**config.mk**
```make
export PLATFORM = sky130hd
export DESIGN_NAME = qrv_merge
export DESIGN_NICKNAME = d
export VERILOG_FILES = /design/src/hw/rtl/qrv_pkg.sv /design/src/hw/rtl/qrv_merge.sv
export SDC_FILE = /design/constraint.sdc
export NUM_CORES = 1
export LEC_CHECK = 0
export CAP_MARGIN = 20
export CORE_MARGIN = 4
export CORE_UTILIZATION = 45
export CTS_CLUSTER_DIAMETER = 60
export DETAILED_ROUTE_END_ITERATION = 12
export DONT_BUFFER_PORTS = 1
export GPL_TIMING_DRIVEN = 0
export SYNTH_ARGS = -nofsm -noshare
export SYNTH_HDL_FRONTEND = slang
export SYNTH_SLANG_ARGS = --single-unit
```
**constraint.sdc**
```tcl
create_clock -name clk -period 0.99 [get_ports clk]
set_clock_uncertainty 0.15 [all_clocks]
set_input_delay 0.198 -clock clk [delete_from_list [all_inputs] [get_ports clk]]
set_output_delay 0.198 -clock clk [all_outputs]
set_load 0.01 [all_outputs]
```
**src/hw/rtl/qrv_pkg.sv**
```systemverilog
package qrv_pkg;

	localparam int QUAT_FRAC_BITS = 30;

	localparam int G_W  = 40;
	localparam int H_W  = 33;
	localparam int HH_W = 36;
	localparam int H3_W = 39;
	localparam int A_W  = 36;
	localparam int KA_W = 40;
	localparam int T_W  = 48;
	localparam int SUM_W = 50;

	localparam logic [60:0] ONE_Q60     = 61'(64'd1 << 60);
	localparam logic [60:0] SMALL_LIMIT = 61'((64'd1 << 60) / 64'd1000000000);
	localparam logic [31:0] VAR_MAX     = 32'hFFFF_FFFF;

	typedef struct packed {
		logic                   small_ang;
		logic signed [G_W-1:0]  g;
		logic [H_W-1:0]         h;
		logic [HH_W-1:0]        hh;
	} scal_res_t;

	typedef struct packed {
		logic        valid;
		logic        busy;
		logic [31:0] var_v;
		logic        sat;
		logic        small_ang;
	} lane_res_t;

	function automatic logic [31:0] atan_entry(input logic [4:0] i);
		logic [31:0] e;
		case (i)
			5'd0: e = 32'd843314857;
			5'd1: e = 32'd497837829;
			5'd2: e = 32'd263043837;
			5'd3: e = 32'd133525159;
			5'd4: e = 32'd67021687;
			5'd5: e = 32'd33543516;
			5'd6: e = 32'd16775851;
			5'd7: e = 32'd8388437;
			5'd8: e = 32'd4194283;
			5'd9: e = 32'd2097149;
			default: e = 32'd1 << (5'd30 - i);
		endcase
		return e;
	endfunction

	function automatic logic signed [31:0] series_coef(input logic [2:0] k);
		logic signed [31:0] c;
		case (k)
			3'd0: c = -32'sd357913941;
			3'd1: c = 32'sd35791394;
			3'd2: c = -32'sd1278264;
			3'd3: c = 32'sd23672;
			3'd4: c = -32'sd269;
			default: c = 32'sd2;
		endcase
		return c;
	endfunction

endpackage

```
**src/hw/rtl/qrv_merge.sv**
```systemverilog
module qrv_merge (
	input  logic                clk,
	input  logic                arst_n,
	input  qrv_pkg::lane_res_t  lx,
	input  qrv_pkg::lane_res_t  ly,
	input  qrv_pkg::lane_res_t  lz,
	input  logic                out_ready,
	output logic                out_valid,
	output logic [31:0]         var_x,
	output logic [31:0]         var_y,
	output logic [31:0]         var_z,
	output logic                small_angle,
	output logic                saturated
);

	logic        valid_q;
	logic [31:0] vx_q, vy_q, vz_q;
	logic        small_q, sat_q;

	// A new result only arrives while the output register is empty.
	always_ff @(posedge clk or negedge arst_n) begin
		if (!arst_n) begin
			valid_q <= 1'b0;
		end else if (lx.valid) begin
			valid_q <= 1'b1;
		end else if (out_ready) begin
			valid_q <= 1'b0;
		end
	end

	always_ff @(posedge clk) begin
		if (lx.valid) begin
			vx_q <= lx.var_v;
			vy_q <= ly.var_v;
			vz_q <= lz.var_v;
			small_q <= lx.small_ang;
			sat_q <= lx.sat | ly.sat | lz.sat;
		end
	end

	assign out_valid = valid_q;
	assign var_x = vx_q;
	assign var_y = vy_q;
	assign var_z = vz_q;
	assign small_angle = small_q;
	assign saturated = sat_q;

endmodule

```
==> flow_summary.ini <==
[layout]
ff_latch_area_sq_um = 2970
finish.net_count = 323
p_r_area_growth_vs_syn_pct = 44.0
fin_util_pct = 67.3
multi_input_comb_area_sq_um = 13.8
filler_cell_count = 419
final_cell_count_no_fill = 294
antennaDiodeCount = 0
post_route_cells_drive_above_1_share_pct = 6.91

[timing]
rsz0062_at_grt = true
final_hold_viol_count = 100
worstMarginPinSlew_ps = 181
hold-worst-slack_ps = -193
setup_viol = 99
timing.final.crit_period_ps = 1160
layout_setup_ws_ps = -166
worst_slew_margin_rel_pct = 88.0
final.setup.tns_ps = -13570
min_period_over_period_pct = 117
max_freq_mhz = 865
report.final.slew_viol_count = 0

[setup_path]
timing.critical_path.fanout_max = 1
crit_type = flop to output port
critical_path_cell_count = 0
timing.critical_path.arrival_ps = 810
rr_endpoint = out_valid
r2r_setup_slack_ps = 100
critPathCapture = var_z[29]
timing.critical_path.to_type = output port
rr_startpoint = out_valid
timing.critical_path.from = var_z[29]
critPathRequiredTime_ps = 640
worst_r2r_path_cells = 1
setup.worst_path.start_class = flop

[grt]
grt_usage_pct = 15.6
grt_overflow_total = 0
grt_pass1_vias = 1545
antenna_violations_before_repair = 0
wire_length_of_the_first_global_routing_pass_mm = 8.62
grt_max_degree = 100

[detailed_routing]
antenna_violating_nets_post_route = 0
detail_route.drc_violations = 0
finalWirelength_mm = 6.50
post_drt_via_cell_ratio = 4.98
drt-pass1-iter-count = 4
num_vias = 1463
dr.first_iter.drc_count = 55
avgRoutedWirePerCell_microns = 22.1

[clock_network]
numCtsBuffers = 9
cts_repair_resize_count = 0
clock_pin_slew_worst_setup_and_hold_paths_ps = 90
cts_tree = done
max-clock-path-buffers = 2
ctsRootBufferMaster = sky130_fd_sc_hd__clkbuf_8
h_tree_lvls = 3
postCtsHoldBufs = 99
tritoncts_num_sinks = 99
cts_setup_buffers = 0
worstSkewPairLatency_ps = 340

[logic_synthesis]
yosys.area.top_type_share_pct = 98.6
synth_seq_cells = 99
synth_area_per_cell_sq_um = 29.3
syn_inst = 102
synthesized_area_fraction_occupied_by_xor_and_xnor_cells_pct = 0
synthesis.area_sq_um = 2990
synth_mux_area_share_pct = 0
synth_top_family_by_area = compound AO/OA/AOI/OAI gates
synth-simple-area-share_pct = 0.210
post_synth_main_area_contributors = sky130_fd_sc_hd__edfxtp_1 99%, sky130_fd_sc_hd__dfrtp_1 0.84%, sky130_fd_sc_hd__a21o_1 0.25%
synth_cell_types = 5
ys.warnings.count = 0
synth-adder-area-share_pct = 0
postSynthNetCount = 213
synth-compound-area-share_pct = 0.251
synthDominantAreaCellType = sky130_fd_sc_hd__edfxtp_1
synth_sequential_area_ratio_pct = 99.4

[min_path]
hold_depth = 0
min_path_type = primary input to flop

[die]
die_w_microns = 89.5
area_of_the_die_sq_um = 8000
io_pins = 210
fp.coreArea_sq_um = 6390
floorplan.initialDensity_pct = 46.7
rows = 29
floorplan.die.height_microns = 89.5

[run_status]
violations = hold timing, setup timing
run_status = complete, but fails checks

[pwr]
power.static_leakage_nw = 1.51
p_per_area_nw_per_um2 = 1960
ir_drop_mv = 1.07

[place]
dp_cell_count = 179
place_congestion = 0.688
io_buffer_count = 0

[run]
drv.max_cap_violation_count = 0
metal layers:
layer,global-route usage [%],wire length (microns)
met4,9.20,157
met2,26.7,3310
met1,14.1,2070
met3,8.85,963
met5,0,0
sequential cells by signal, indices dropped and copies added, names as in the netlist:
signal / count
out_valid: 1
saturated: 1
small_angle: 1
var_x: 32
var_y: 32
var_z: 32
cells in the final DEF, fill, tap and decap left out:
cell | netlist | final
sky130_fd_sc_hd__dlygate4sd3_1 | 0 | 99
sky130_fd_sc_hd__edfxtp_1 | 98 | 98
sky130_fd_sc_hd__clkbuf_8 | 0 | 11
sky130_fd_sc_hd__bufinv_16 | 0 | 2
sky130_fd_sc_hd__or3_1 | 1 | 1
sky130_fd_sc_hd__inv_1 | 1 | 1
sky130_fd_sc_hd__a21o_1 | 1 | 1
sky130_fd_sc_hd__clkinv_2 | 0 | 1
sky130_fd_sc_hd__clkbuf_1 | 0 | 1
sky130_fd_sc_hd__clkinvlp_4 | 0 | 1
sky130_fd_sc_hd__dfrtp_1 | 1 | 1
how the worst min path moves through the flow:
| stage | from | slack, ps | to |
|---|---|---|---|
| 6_report | lx[35] | -190 | var_z[2] |
| 3_5_place_dp | arst_n | -250 | out_valid |
| 5_1_grt | lx[35] | -220 | var_z[2] |
| 4_1_cts | lx[35] | -220 | out_valid |
| 2_1_floorplan | arst_n | -250 | out_valid |
| 3_3_place_gp | arst_n | -250 | out_valid |
power breakdown:
group	internal [mW]	total (mW)	switching [mW]	leakage, nW
clock network	1.56	2.78	1.22	0.113
logic	0.262	0.326	0.0636	0.426
registers	4.99	5.30	0.315	0.970
synthesized netlist by cell type:
library cell	n
sky130_fd_sc_hd__a21o_1	1
sky130_fd_sc_hd__inv_1	1
sky130_fd_sc_hd__dfrtp_1	1
sky130_fd_sc_hd__or3_1	1
sky130_fd_sc_hd__edfxtp_1	98
logic make-up after synthesis:
kind of cell,count (synthesis)
flip-flops,99
AND/OR/NAND/NOR,1
AO/OA/AOI/OAI,1
buffers and inverters,1
per-stage QoR:
step	power (mW)	setup WS (ps)	area [sq um]
after CTS	8.45	-192	4300
final	8.41	-166	4300
after global routing	8.73	-201	4300
after detailed placement	5.41	31.0	3080
after global placement	5.41	30.2	3080
after floorplan	5.34	35.3	2990
cell type report:
cell class                 count  share of cell area (%)
clock buffer                  12                    3.61
multi-input combinational      2                   0.320
tap                           77                    2.24
timing repair buffer          99                    23.0
sequential                    99                    69.0
inverter                       1                  0.0873
clock inverter                 4                    1.69
No activity file was read; power rests on OpenSTA's default activity.
